### src/smpc_pkg.sv
// Shared types and constants for the soil moisture pump controller.
// No dependencies; every other file refers to this package by scoped names.
`timescale 1ns / 1ps

package smpc_pkg;

    localparam int SAMPLE_W        = 10;
    localparam int PCT_W           = 7;
    localparam int CFG_IDX_W       = 1;
    localparam int CFG_DATA_W      = 10;
    localparam int WINDOW_DEFAULT  = 5;

    localparam int ANOMALY_LIMIT   = 300;
    localparam int FULL_SCALE      = 1023;
    localparam int PERCENT_SCALE   = 100;
    localparam int THRESHOLD_RESET = 500;

    // mean * 100 / 1023 as a multiply by a rounded-up reciprocal and a shift
    localparam int PCT_SHIFT       = 21;
    localparam int PCT_MULT_W      = 18;
    localparam logic [PCT_MULT_W-1:0] PCT_MULT =
        PCT_MULT_W'((PERCENT_SCALE * (1 << PCT_SHIFT) + FULL_SCALE - 1) / FULL_SCALE);

    typedef logic [CFG_IDX_W-1:0] t_cfg_idx;
    localparam t_cfg_idx CFG_IDX_THRESHOLD = 1'b0;
    localparam t_cfg_idx CFG_IDX_MODE      = 1'b1;

    typedef enum logic [1:0] {
        MODE_AUTO      = 2'd0,
        MODE_FORCE_ON  = 2'd1,
        MODE_FORCE_OFF = 2'd2
    } t_mode;

    typedef enum logic [1:0] {
        LAMP_RED    = 2'd0,
        LAMP_YELLOW = 2'd1,
        LAMP_GREEN  = 2'd2
    } t_lamp;

    typedef struct packed {
        logic [SAMPLE_W-1:0] dry_threshold;
        t_mode               work_mode;
    } t_cfg;

endpackage

### src/smpc_if.sv
// Valid/ready channel interfaces for the sample word and the result word.
// Depends on smpc_pkg for field widths.
`timescale 1ns / 1ps

interface smpc_in_if;
    logic                          valid;
    logic                          ready;
    logic [smpc_pkg::SAMPLE_W-1:0] sample;

    modport source (output valid, output sample, input ready);
    modport sink   (input valid, input sample, output ready);
endinterface

interface smpc_out_if;
    logic                          valid;
    logic                          ready;
    logic [smpc_pkg::SAMPLE_W-1:0] mean_level;
    logic                          anomaly;
    logic [smpc_pkg::PCT_W-1:0]    dry_percent;
    logic                          pump_on;
    logic [1:0]                    lamp_select;

    modport source (output valid, output mean_level, output anomaly, output dry_percent,
                    output pump_on, output lamp_select, input ready);
    modport sink   (input valid, input mean_level, input anomaly, input dry_percent,
                    input pump_on, input lamp_select, output ready);
endinterface

### src/smpc_cell.sv
// One tap of the sample window: holds a sample and on a shift takes i_prev, or i_fill_data while i_fill is set.
// Depends on smpc_pkg for the sample width.
`timescale 1ns / 1ps

module smpc_cell (
    input  logic                          i_clk,
    input  logic                          i_shift,
    input  logic                          i_fill,
    input  logic [smpc_pkg::SAMPLE_W-1:0] i_fill_data,
    input  logic [smpc_pkg::SAMPLE_W-1:0] i_prev,
    output logic [smpc_pkg::SAMPLE_W-1:0] o_data
);

    logic [smpc_pkg::SAMPLE_W-1:0] r_data;
    logic [smpc_pkg::SAMPLE_W-1:0] n_data;

    always_comb begin
        n_data = r_data;
        if (i_shift) begin
            n_data = i_fill ? i_fill_data : i_prev;
        end
    end

    always_ff @(posedge i_clk) begin
        r_data <= n_data;
    end

    assign o_data = r_data;

endmodule

### src/smpc_window.sv
// Sample window: chain of smpc_cell taps plus the running sum, first pipeline stage.
// Depends on smpc_pkg and smpc_cell.
`timescale 1ns / 1ps

module smpc_window #(
    parameter int WINDOW = smpc_pkg::WINDOW_DEFAULT,
    localparam int SUM_W = smpc_pkg::SAMPLE_W + $clog2(WINDOW)
) (
    input  logic                          i_clk,
    input  logic                          i_rst_n,
    input  logic                          i_valid,
    input  logic [smpc_pkg::SAMPLE_W-1:0] i_sample,
    output logic                          o_ready,
    input  logic                          i_s2_ready,
    output logic                          o_s1_valid,
    output logic [smpc_pkg::SAMPLE_W-1:0] o_s1_sample,
    output logic [SUM_W-1:0]              o_s1_sum
);

    logic                          w_accept;
    logic [smpc_pkg::SAMPLE_W-1:0] w_tap [WINDOW];
    logic [SUM_W-1:0]              w_fill_sum;
    logic [SUM_W:0]                w_run_sum;

    logic                          r_primed;
    logic                          n_primed;
    logic                          r_s1_v;
    logic                          n_s1_v;
    logic [smpc_pkg::SAMPLE_W-1:0] r_s1_sample;
    logic [SUM_W-1:0]              r_sum;
    logic [SUM_W-1:0]              n_sum;

    assign o_ready  = !r_s1_v || i_s2_ready;
    assign w_accept = i_valid && o_ready;

    for (genvar k = 0; k < WINDOW; k++) begin : g_tap
        if (k == 0) begin : g_head
            smpc_cell u_cell (
                .i_clk       (i_clk),
                .i_shift     (w_accept),
                .i_fill      (!r_primed),
                .i_fill_data (i_sample),
                .i_prev      (i_sample),
                .o_data      (w_tap[k])
            );
        end else begin : g_body
            smpc_cell u_cell (
                .i_clk       (i_clk),
                .i_shift     (w_accept),
                .i_fill      (!r_primed),
                .i_fill_data (i_sample),
                .i_prev      (w_tap[k-1]),
                .o_data      (w_tap[k])
            );
        end
    end

    assign w_fill_sum = SUM_W'(i_sample) * SUM_W'(WINDOW);
    assign w_run_sum  = {1'b0, r_sum} + (SUM_W+1)'(i_sample) - (SUM_W+1)'(w_tap[WINDOW-1]);

    always_comb begin
        n_primed = r_primed || w_accept;
        n_sum    = r_sum;
        if (w_accept) begin
            n_sum = r_primed ? w_run_sum[SUM_W-1:0] : w_fill_sum;
        end
        n_s1_v = r_s1_v;
        if (w_accept) begin
            n_s1_v = 1'b1;
        end else if (i_s2_ready) begin
            n_s1_v = 1'b0;
        end
    end

    always_ff @(posedge i_clk) begin
        if (!i_rst_n) begin
            r_primed <= 1'b0;
            r_s1_v   <= 1'b0;
        end else begin
            r_primed <= n_primed;
            r_s1_v   <= n_s1_v;
        end
    end

    always_ff @(posedge i_clk) begin
        r_sum <= n_sum;
        if (w_accept) begin
            r_s1_sample <= i_sample;
        end
    end

    assign o_s1_valid  = r_s1_v;
    assign o_s1_sample = r_s1_sample;
    assign o_s1_sum    = r_sum;

    a_valid_primed: assert property (@(posedge i_clk) disable iff (!i_rst_n)
        r_s1_v |-> r_primed)
        else $error("stage one holds a word before the window is primed");

    a_fill_sum: assert property (@(posedge i_clk) disable iff (!i_rst_n)
        (w_accept && !r_primed) |=> (r_sum == SUM_W'($past(i_sample)) * SUM_W'(WINDOW)))
        else $error("first word did not fill the running sum");

endmodule

### src/smpc_eval.sv
// Mean, dryness percent, anomaly check and pump/lamp decision; stages two and three.
// Depends on smpc_pkg and smpc_if.
`timescale 1ns / 1ps

module smpc_eval #(
    parameter int WINDOW = smpc_pkg::WINDOW_DEFAULT,
    localparam int SUM_W = smpc_pkg::SAMPLE_W + $clog2(WINDOW)
) (
    input  logic                          i_clk,
    input  logic                          i_rst_n,
    input  logic                          i_s1_valid,
    input  logic [smpc_pkg::SAMPLE_W-1:0] i_s1_sample,
    input  logic [SUM_W-1:0]              i_s1_sum,
    output logic                          o_s2_ready,
    input  smpc_pkg::t_cfg                i_cfg,
    smpc_out_if.source                    o_out
);

    localparam int MEAN_SHIFT = SUM_W + $clog2(WINDOW);
    localparam int MULT_W     = SUM_W + 1;
    localparam int PROD_W     = SUM_W + MULT_W;
    localparam int PCT_PROD_W = smpc_pkg::SAMPLE_W + smpc_pkg::PCT_MULT_W;
    localparam logic [MULT_W-1:0] MEAN_MULT =
        MULT_W'(((1 << MEAN_SHIFT) + WINDOW - 1) / WINDOW);

    logic                          w_out_ready;
    logic                          w_s2_load;
    logic                          w_out_load;
    logic [PROD_W-1:0]             w_mean_prod;
    logic [PCT_PROD_W-1:0]         w_pct_prod;
    logic [smpc_pkg::SAMPLE_W-1:0] w_diff;
    logic                          w_anom;
    logic                          w_pump;
    smpc_pkg::t_lamp               w_lamp;

    logic                          r_s2_v;
    logic                          n_s2_v;
    logic [smpc_pkg::SAMPLE_W-1:0] r_s2_sample;
    logic [smpc_pkg::SAMPLE_W-1:0] r_s2_mean;
    logic                          r_out_v;
    logic                          n_out_v;
    logic [smpc_pkg::SAMPLE_W-1:0] r_mean;
    logic                          r_anom;
    logic [smpc_pkg::PCT_W-1:0]    r_pct;
    logic                          r_pump;
    smpc_pkg::t_lamp               r_lamp;

    assign w_out_ready = !r_out_v || o_out.ready;
    assign o_s2_ready  = !r_s2_v || w_out_ready;
    assign w_s2_load   = i_s1_valid && o_s2_ready;
    assign w_out_load  = r_s2_v && w_out_ready;

    assign w_mean_prod = PROD_W'(i_s1_sum) * PROD_W'(MEAN_MULT);
    assign w_pct_prod  = PCT_PROD_W'(r_s2_mean) * PCT_PROD_W'(smpc_pkg::PCT_MULT);
    assign w_diff      = (r_s2_sample >= r_s2_mean) ? (r_s2_sample - r_s2_mean)
                                                    : (r_s2_mean - r_s2_sample);
    assign w_anom      = w_diff > smpc_pkg::SAMPLE_W'(smpc_pkg::ANOMALY_LIMIT);

    always_comb begin
        w_pump = 1'b0;
        w_lamp = smpc_pkg::LAMP_RED;
        if (w_anom) begin
            w_lamp = smpc_pkg::LAMP_YELLOW;
        end else begin
            unique case (i_cfg.work_mode)
                smpc_pkg::MODE_FORCE_ON: begin
                    w_pump = 1'b1;
                    w_lamp = smpc_pkg::LAMP_GREEN;
                end
                smpc_pkg::MODE_FORCE_OFF: begin
                    w_pump = 1'b0;
                    w_lamp = smpc_pkg::LAMP_RED;
                end
                default: begin
                    if (r_s2_mean > i_cfg.dry_threshold) begin
                        w_pump = 1'b1;
                        w_lamp = smpc_pkg::LAMP_GREEN;
                    end
                end
            endcase
        end
    end

    always_comb begin
        n_s2_v = r_s2_v;
        if (w_s2_load) begin
            n_s2_v = 1'b1;
        end else if (w_out_ready) begin
            n_s2_v = 1'b0;
        end
        n_out_v = r_out_v;
        if (w_out_load) begin
            n_out_v = 1'b1;
        end else if (o_out.ready) begin
            n_out_v = 1'b0;
        end
    end

    always_ff @(posedge i_clk) begin
        if (!i_rst_n) begin
            r_s2_v  <= 1'b0;
            r_out_v <= 1'b0;
        end else begin
            r_s2_v  <= n_s2_v;
            r_out_v <= n_out_v;
        end
    end

    always_ff @(posedge i_clk) begin
        if (w_s2_load) begin
            r_s2_sample <= i_s1_sample;
            r_s2_mean   <= w_mean_prod[MEAN_SHIFT +: smpc_pkg::SAMPLE_W];
        end
        if (w_out_load) begin
            r_mean <= r_s2_mean;
            r_anom <= w_anom;
            r_pct  <= w_pct_prod[smpc_pkg::PCT_SHIFT +: smpc_pkg::PCT_W];
            r_pump <= w_pump;
            r_lamp <= w_lamp;
        end
    end

    assign o_out.valid       = r_out_v;
    assign o_out.mean_level  = r_mean;
    assign o_out.anomaly     = r_anom;
    assign o_out.dry_percent = r_pct;
    assign o_out.pump_on     = r_pump;
    assign o_out.lamp_select = r_lamp;

    a_anom_safe: assert property (@(posedge i_clk) disable iff (!i_rst_n)
        (r_out_v && r_anom) |-> (!r_pump && r_lamp == smpc_pkg::LAMP_YELLOW))
        else $error("anomaly word does not stop the pump");

    a_pump_green: assert property (@(posedge i_clk) disable iff (!i_rst_n)
        (r_out_v && r_pump) |-> (r_lamp == smpc_pkg::LAMP_GREEN && !r_anom))
        else $error("pump on without the green lamp");

    a_pct_range: assert property (@(posedge i_clk) disable iff (!i_rst_n)
        r_out_v |-> (r_pct <= smpc_pkg::PCT_W'(smpc_pkg::PERCENT_SCALE)))
        else $error("dryness percent above full scale");

endmodule

### src/soil_moisture_pump_control_top.sv
// Soil moisture pump controller, top level: configuration registers and stage wiring.
// Depends on smpc_pkg, smpc_if, smpc_window and smpc_eval.
`timescale 1ns / 1ps

// Usage:
//   i_in carries one 10-bit moisture sample per word (valid/ready). o_out carries one
//   result word per sample: mean of the last WINDOW samples, anomaly flag, dryness
//   percent, pump command and lamp code.
//   Configuration: i_cfg_we with i_cfg_idx 0 writes the dry threshold, index 1 the
//   work mode; write only while no word is in flight.
//   Throughput: one word per cycle while o_out.ready stays high. A sample passes the
//   window/sum register, the mean multiply register and the result register before
//   o_out can pass its result on.
//   Each stage holds its word while the next one is full, so a stalled o_out.ready
//   still lets i_in fill empty stages before i_in.ready drops.
//   Reset: synchronous, active low; pipeline empty, threshold 500, mode auto, window
//   unprimed. The first sample after reset fills every window tap.

module soil_moisture_pump_control_top #(
    parameter int WINDOW = smpc_pkg::WINDOW_DEFAULT
) (
    input  logic                            i_clk,
    input  logic                            i_rst_n,
    smpc_in_if.sink                         i_in,
    smpc_out_if.source                      o_out,
    input  logic                            i_cfg_we,
    input  logic [smpc_pkg::CFG_IDX_W-1:0]  i_cfg_idx,
    input  logic [smpc_pkg::CFG_DATA_W-1:0] i_cfg_data
);

    localparam int SUM_W = smpc_pkg::SAMPLE_W + $clog2(WINDOW);

    smpc_pkg::t_cfg                r_cfg;
    smpc_pkg::t_cfg                n_cfg;
    logic                          w_s2_ready;
    logic                          w_s1_valid;
    logic [smpc_pkg::SAMPLE_W-1:0] w_s1_sample;
    logic [SUM_W-1:0]              w_s1_sum;

    always_comb begin
        n_cfg = r_cfg;
        if (i_cfg_we) begin
            unique case (i_cfg_idx)
                smpc_pkg::CFG_IDX_THRESHOLD:
                    n_cfg.dry_threshold = i_cfg_data[smpc_pkg::SAMPLE_W-1:0];
                smpc_pkg::CFG_IDX_MODE:
                    n_cfg.work_mode = smpc_pkg::t_mode'(i_cfg_data[1:0]);
                default: n_cfg = r_cfg;
            endcase
        end
    end

    always_ff @(posedge i_clk) begin
        if (!i_rst_n) begin
            r_cfg.dry_threshold <= smpc_pkg::SAMPLE_W'(smpc_pkg::THRESHOLD_RESET);
            r_cfg.work_mode     <= smpc_pkg::MODE_AUTO;
        end else begin
            r_cfg <= n_cfg;
        end
    end

    smpc_window #(
        .WINDOW (WINDOW)
    ) u_window (
        .i_clk       (i_clk),
        .i_rst_n     (i_rst_n),
        .i_valid     (i_in.valid),
        .i_sample    (i_in.sample),
        .o_ready     (i_in.ready),
        .i_s2_ready  (w_s2_ready),
        .o_s1_valid  (w_s1_valid),
        .o_s1_sample (w_s1_sample),
        .o_s1_sum    (w_s1_sum)
    );

    smpc_eval #(
        .WINDOW (WINDOW)
    ) u_eval (
        .i_clk       (i_clk),
        .i_rst_n     (i_rst_n),
        .i_s1_valid  (w_s1_valid),
        .i_s1_sample (w_s1_sample),
        .i_s1_sum    (w_s1_sum),
        .o_s2_ready  (w_s2_ready),
        .i_cfg       (r_cfg),
        .o_out       (o_out)
    );

endmodule

### src/flat_wrapper.sv
// flat-port wrapper written by rule: the top's interface ports become plain ports
module soil_moisture_pump_control_top_flat 
#(
    parameter int WINDOW = smpc_pkg::WINDOW_DEFAULT
)
  (i_clk, i_rst_n, i_cfg_we, i_cfg_idx, i_cfg_data, i_in_valid, i_in_sample, i_in_ready, o_out_valid, o_out_mean_level, o_out_anomaly, o_out_dry_percent, o_out_pump_on, o_out_lamp_select, o_out_ready);
  smpc_in_if i_in_i ();
  smpc_out_if o_out_i ();
  input  logic i_clk;
  input  logic i_rst_n;
  input  logic i_cfg_we;
  input  logic [smpc_pkg::CFG_IDX_W-1:0] i_cfg_idx;
  input  logic [smpc_pkg::CFG_DATA_W-1:0] i_cfg_data;
  input wire logic [$bits(i_in_i.valid)-1:0] i_in_valid;
  input wire logic [$bits(i_in_i.sample)-1:0] i_in_sample;
  output wire logic [$bits(i_in_i.ready)-1:0] i_in_ready;
  output wire logic [$bits(o_out_i.valid)-1:0] o_out_valid;
  output wire logic [$bits(o_out_i.mean_level)-1:0] o_out_mean_level;
  output wire logic [$bits(o_out_i.anomaly)-1:0] o_out_anomaly;
  output wire logic [$bits(o_out_i.dry_percent)-1:0] o_out_dry_percent;
  output wire logic [$bits(o_out_i.pump_on)-1:0] o_out_pump_on;
  output wire logic [$bits(o_out_i.lamp_select)-1:0] o_out_lamp_select;
  input wire logic [$bits(o_out_i.ready)-1:0] o_out_ready;
  assign i_in_i.valid = i_in_valid;
  assign i_in_i.sample = i_in_sample;
  assign i_in_ready = i_in_i.ready;
  assign o_out_valid = o_out_i.valid;
  assign o_out_mean_level = o_out_i.mean_level;
  assign o_out_anomaly = o_out_i.anomaly;
  assign o_out_dry_percent = o_out_i.dry_percent;
  assign o_out_pump_on = o_out_i.pump_on;
  assign o_out_lamp_select = o_out_i.lamp_select;
  assign o_out_i.ready = o_out_ready;
  soil_moisture_pump_control_top #(.WINDOW(WINDOW)) u_core (.i_clk(i_clk), .i_rst_n(i_rst_n), .i_in(i_in_i), .o_out(o_out_i), .i_cfg_we(i_cfg_we), .i_cfg_idx(i_cfg_idx), .i_cfg_data(i_cfg_data));
endmodule
### config.mk
export PLATFORM = sky130hd
export DESIGN_NAME = soil_moisture_pump_control_top_flat
export DESIGN_NICKNAME = d
export VERILOG_FILES = /design/src/smpc_pkg.sv /design/src/smpc_if.sv /design/src/smpc_cell.sv /design/src/smpc_window.sv /design/src/smpc_eval.sv /design/src/soil_moisture_pump_control_top.sv /design/src/flat_wrapper.sv
export SDC_FILE = /design/constraint.sdc
export NUM_CORES = 1
export LEC_CHECK = 0
export BUFFER_PORTS_ARGS = -buffer_cell sky130_fd_sc_hd__buf_2
export CORE_MARGIN = 3
export CORE_UTILIZATION = 67
export CTS_CLUSTER_DIAMETER = 50
export CTS_CLUSTER_SIZE = 20
export DETAILED_ROUTE_END_ITERATION = 8
export GPL_TIMING_DRIVEN = 0
export PLACE_DENSITY = 0.93
export SLEW_MARGIN = 10
export SYNTH_ARGS = -nofsm -noshare
export SYNTH_HDL_FRONTEND = slang
export SYNTH_SLANG_ARGS = --single-unit
### constraint.sdc
create_clock -name i_clk -period 11.5 [get_ports i_clk]
set_clock_uncertainty 0.05 [all_clocks]
set_input_delay 0.575 -clock i_clk [delete_from_list [all_inputs] [get_ports i_clk]]
set_output_delay 0.575 -clock i_clk [all_outputs]
set_load 0.02 [all_outputs]
# --- After elaboration in Yosys (flattened, before gate mapping) ---
# Cells that the tools add are included.
word_totals:
  ff_bits: 120
  in_bits: 26
  out_inout_bits: 23
  wordCells: 63
classes:
  add_sub_neg: 4
  n_mul: 3
  n_lt_le_gt_ge: 3
  eq_ne: 2
  muxes: 16
  bitwise: 1
  n_reduce_logical: 15
ops:
  columns: ["cell", "count"]
  rows:
  - ["$mux 10", 5]
  - ["$mul 10x18->28 const B", 1]
  - ["$mul 13x12->24 const B", 1]
  - ["$sub 10x10->10", 2]
  - ["$add 13x10->13", 1]
  - ["$mul 10x3->13 const B", 1]
  - ["$mux 13", 1]
  - ["$sub 13x10->13", 1]
  - ["$ge 10x10->1", 1]
  - ["$gt 10x10->1", 1]
  - ["$gt 10x9->1 const B", 1]
  - ["$mux 1", 7]
  - ["$reduce_bool 2->1", 3]
  - ["$logic_or 1x1->1", 4]
  - ["$pmux 2 s2", 1]
  - ["$reduce_and 2->1", 2]
  - ["$logic_and 1x1->1", 3]
  - ["$logic_not 1->1", 3]
  - ["$eq 2x1->1 const B", 1]
  - ["$eq 2x2->1 const B", 1]
  - ["$mux 2", 1]
  - ["$pmux 1 s2", 1]
  - ["$not 1->1", 1]

# --- Depth between registers and ports, before layout ---
depth:
  ltp_word: 6
  depth_mapped: 20
  ltp_nobuf: 20

# --- By module ---
# Synthesis repeated with hierarchy kept, for this count alone.
hier_totals:
  cells_unflattened: 1086
  hier_area_um2: 12031.5
by_module_without_submodules:
  columns: ["module", "n_inst", "cells_each", "area_per_inst_um2", "seq_area_each_um2"]
  rows:
  - ["smpc_eval", 1, 708, 7018.0, 1241.2]
  - ["smpc_cell", 5, 21, 461.7, 300.3]
  - ["smpc_window", 1, 221, 2189.6, 730.7]
  - ["soil_moisture_pump_control_top", 1, 52, 515.5, 240.2]

# --- Worst setup path after synthesis ---
# Ideal clock, no wire load.
synth_timing:
  path_kind: "register to register"
  start: "register u_core.u_window.r_sum[3], in the netlist u_core.u_window.o_s1_sum[3]"
  end: "register u_core.u_eval.r_s2_mean[9] (netlist bit), data pin"
  setup_ps: 260
  arrival_time_ps: 4390
  required_ps: 11190
  setup_slack_ps: 6800
  stages_incl_launch_ff: 17
  path_buffers: 0
  synth_period_minus_slack_ps: 4700
  path_cell_list: "edfxtp_1 -> ha_1 -> inv_1 -> fa_1 -> inv_1 -> fa_1 -> fa_1 -> fa_1 -> ha_1 -> a21o_1 -> a21oi_1 -> o211ai_1 -> a21oi_1 -> nor3_1 -> a211o_1 -> a21oi_1 -> xnor2_1"
synth_via:
  elab_chain_len: 1
synth_lines:
  columns: ["element", "line", "rtl"]
  rows:
  - ["start: declaration", "smpc_window.sv:30", "logic [SUM_W-1:0] r_sum;"]
  - ["start signal: assignment", "smpc_window.sv:86", "r_sum <= n_sum;"]
  - ["$mul 13x12->24", "smpc_eval.sv:53", "assign w_mean_prod = PROD_W'(i_s1_sum) * PROD_W'(MEAN_MULT);"]
  - ["via u_core.u_eval.w_mean_prod[25]", "smpc_eval.sv:29", "logic [PROD_W-1:0] w_mean_prod;"]
  - ["end signal: assignment", "smpc_eval.sv:112", "r_s2_mean <= w_mean_prod[MEAN_SHIFT +: smpc_pkg::SAMPLE_W];"]
  - ["end: declaration", "smpc_eval.sv:39", "logic [smpc_pkg::SAMPLE_W-1:0] r_s2_mean;"]
# The timed path passes the listed nets, and every way through them passes these cells.
# A chain may end at the register's enable or synchronous reset.

# --- Final worst setup path ---
layout_timing:
  start: "register u_core.u_window.r_sum[4], in the netlist u_core.u_window.o_s1_sum[4]"
  end: "register u_core.u_eval.r_s2_mean[9] (netlist bit), data pin"
# Same word-level chain as after synthesis.

==> run_results.csv <==
group,metric,value,unit
clock_network,cts_sinks,119,
setup_path,critical_path.max_stage_delay,570,ps
status,status,"finished, final reports clean",
clock_network,root_buffer,"clkbuf_16",
timing,max-slew-margin-rel,54.40,%
global_route,grt-ovfl-total,0,
placement,port_buffers,48,
setup_path,crit_arrival,5360,ps
clock_network,post_cts_buffers,0,
synth,yosysTopAreaCellShare,27.36,%
layout,regArea,3413,um2
timing,fin_crit_sh,45.44,%
placement,place_area,11910,um2
floorplan,start_util,69.91,%
drt,wl,24490,um
clock_network,cts_tree,"done",
global_route,grt_pass1_wl,40720,um
synth,synth_cells,1110,
drt,vias,8335,
drt,drt_iter0_markers,689,
layout,syn_to_final_growth,10.38,%
synth,avgSynthCellArea,10.19,um2
timing,final_hold_viol_count,0,
setup_path,worstReg2RegStart,"u_core.u_window.o_s1_sum[4]$_DFFE_PP_",
setup_path,worst-path-max-fanout,6,
setup_path,path_cells,"ha_1 > inv_1 > fa_1 > inv_1 > fa_1 > inv_1 > fa_1 > fa_1 > inv_1 > ha_1 > a21oi_1 > o211ai_1 > a21oi_1 > nor3_1 > a211o_1 > a21oi_1 > xnor2_1",
drt,final_antenna_net_count,0,
setup_path,end_kind,"flop",
setup_path,worstSetupPathType,"flop to flop",
job,max-cap-violations,0,
setup_path,slowest_stage,"fa_1",
layout,fillers,955,
clock_network,cts_buffers,17,
floorplan,die_h,135.9,um
clock_network,cts_resized,0,
global_route,first_global_vias,8698,
clock_network,cts_buffer_depth,2,
timing,worst_pin_slew,684.0,ps
synth,ys_top_cells_by_count,"inv_1 (225), ha_1 (224), nand2_1 (125)",
synth,synthFlopType,"edfxtp_1",
setup_path,worstPathRequired,11640,ps
synth,seq_area_frac_synth,30.19,%
timing,slew_viol_final,0,
setup_path,reg2reg_depth,17,
floorplan,die_area,18470,um2
worst_hold_path,hold_depth,3,
placement,place_congestion,0.9032,
synth,synth.distinct_cells,72,
drt,via_per_inst,5.911,
setup_path,rr_endpoint,"u_core.u_eval.r_s2_mean[9]$_DFFE_PP_",
timing,fmax,191.4,MHz
setup_path,crit_family,"adder cells",
global_route,grt_start_max_net_pins,30,
clock_network,clk_pin_slew_worst_paths,60,ps
global_route,grt_util_all_layers,28.22,%
worst_hold_path,min-delay-start,"i_cfg_data[5]",
timing,fin_setup_tns,0,ps
layout,multi_input_area,6974,um2
timing,fin_crit,5225,ps
synth,ys_seq_elements,119,
floorplan,io_pins,49,
setup_path,worst-path-buf-inv,4,
setup_path,r2r_setup_slack,6270,ps
synth,yosys.area.top_type,"edfxtp_1",
synth,synth_fp_nets,1432,
layout,final_net_count,1503,
synth,yosysMostFrequentCell,"inv_1",
layout,drive_gt1_share,9.799,%
layout,diodes,0,
worst_hold_path,hold_path.class,"input port to flop",
synth,yosysWarningCount,0,
drt,wl_per_cell,17.37,um
global_route,antenna_found_initial,0,
floorplan,coreArea,16170,um2
worst_hold_path,min_to,"u_core.r_cfg[7]$_SDFFE_PN1P_",
timing,rsz0062_at_grt,"false",
synth,synth_area_leaders,"edfxtp_1 (27%), ha_1 (25%), fa_1 (13%), inv_1 (7.5%), nand2_1 (4.2%)",
placement,place_hpwl,18790,um
floorplan,row_count,46,
synth,postSynth.asyncResetShare,0,%
clock_network,clock_latency,430,ps
drt,dr.pass1.iters,5,
floorplan,die-width,135.9,um
layout,design_area,12480,um2
clock_network,cts_max_level,4,
clock_network,postCtsHoldBufs,0,
timing,setup_viol,0,
synth,syn_area,11310,um2
setup_path,start_kind,"flop",
synth,synth-edff-count,103,
drt,drc,0,
worst reg2reg max path: stages, from the launching register on:
cell      delay [ps]
edfxtp_1         540
ha_1             390
inv_1             80
fa_1             550
inv_1             70
fa_1             530
inv_1             50
fa_1             520
fa_1             570
inv_1             50
ha_1             330
a21oi_1          120
o211ai_1         180
a21oi_1           70
nor3_1           450
a211o_1          230
a21oi_1           80
xnor2_1          120
through the flow:
| step | worst slack (ps) | utilization (%) | cells | hold WS (ps) |
|---|---|---|---|---|
| 2_1_floorplan | 6800 | - | 1110 | 376.8 |
| 3_3_place_gp | 5704 | 73.06 | 1374 | 391.2 |
| 3_5_place_dp | 6266 | 73.65 | 1378 | 389.2 |
| 4_1_cts | 6271 | 77.16 | 1410 | 314.1 |
| 5_1_grt | 6032 | 77.16 | 1410 | 324.5 |
| 6_report | 6275 | 77.16 | 1410 | 322.7 |
state kept, by name (all words and copies together) (netlist names), 7 cells and up:
signal / flops
u_core.u_window.g_tap.g_body.u_cell.o_data: 40
u_core.u_window.o_s1_sum: 13
u_core.r_cfg: 12
u_core.u_eval.o_out.mean_level: 10
u_core.u_eval.r_s2_mean: 10
u_core.u_eval.r_s2_sample: 10
u_core.u_window.o_s1_sample: 10
u_core.u_eval.o_out.dry_percent: 7
area by class of cell:
class,count,share of cell area [%]
well taps,216,2.166
clock buffers,18,3.439
clock inverters,14,1.113
multi-input cells,749,55.89
plain buffers,16,0.7319
inverters,226,6.798
flip-flops and latches,119,27.35
repair buffers,52,2.517
layer usage:
metal	GRT usage (%)	up-vias	part of all wire [%]	routed length [um]
met1	32.15	3989	38	9235
met3	5.181	121	6.2	1511
met4	14.22	0	4.7	1140
met5	0	-	0	0
met2	50.72	349	51	12600
li1	-	3876	-	-
placed cells by master (no fill, tap or decap), types with 6 or more instances in the layout:
cell / n
dfxtp_1: 16
a21oi_1: 40
nand2b_1: 6
clkbuf_16: 17
nand2_1: 125
a31oi_1: 6
inv_6: 7
a21boi_0: 8
nor2_1: 37
xor2_1: 17
nor2b_1: 13
o211ai_1: 11
and3_1: 7
o21a_1: 9
a21o_1: 14
buf_2: 48
clkbuf_1: 7
inv_1: 225
nor3_1: 18
ha_1: 224
xnor2_1: 29
nand3_1: 12
o21ai_1: 8
o31ai_1: 6
edfxtp_1: 103
o21ai_0: 17
fa_1: 72
nand4_1: 6
how the worst max path moves through the flow:
stage / to / cells after the start / start / slack, ps
4_1_cts: u_core.u_eval.r_s2_mean[9]$_DFFE_PP_ / 17 / u_core.u_window.o_s1_sum[4]$_DFFE_PP_ / 6270
2_1_floorplan: u_core.u_eval.r_s2_mean[9]$_DFFE_PP_ / 16 / u_core.u_window.o_s1_sum[3]$_DFFE_PP_ / 6800
6_report: u_core.u_eval.r_s2_mean[9]$_DFFE_PP_ / 17 / u_core.u_window.o_s1_sum[4]$_DFFE_PP_ / 6270
3_3_place_gp: u_core.u_window.g_tap[2].g_body.u_cell.o_data[0]$_DFFE_PP_ / 3 / o_out_ready / 5700
3_5_place_dp: u_core.u_eval.r_s2_mean[9]$_DFFE_PP_ / 17 / u_core.u_window.o_s1_sum[4]$_DFFE_PP_ / 6270
5_1_grt: u_core.u_eval.r_s2_mean[9]$_DFFE_PP_ / 17 / u_core.u_window.o_s1_sum[4]$_DFFE_PP_ / 6030
cells by family (layout without fill, tap and decap cells):
logic type	Yosys count	count (layout)	share of synthesized area (%)
mux	4	4	0.3763
compound gates	159	159	10.08
flops	119	119	30.19
xor+xnor	46	46	3.563
buf+inv	242	326	8.311
fa+ha+maj	296	296	37.54
simple gates	244	244	9.938
Power is not shown: default switching activity piles up to over one toggle a cycle in this logic, so the estimate is an artifact.
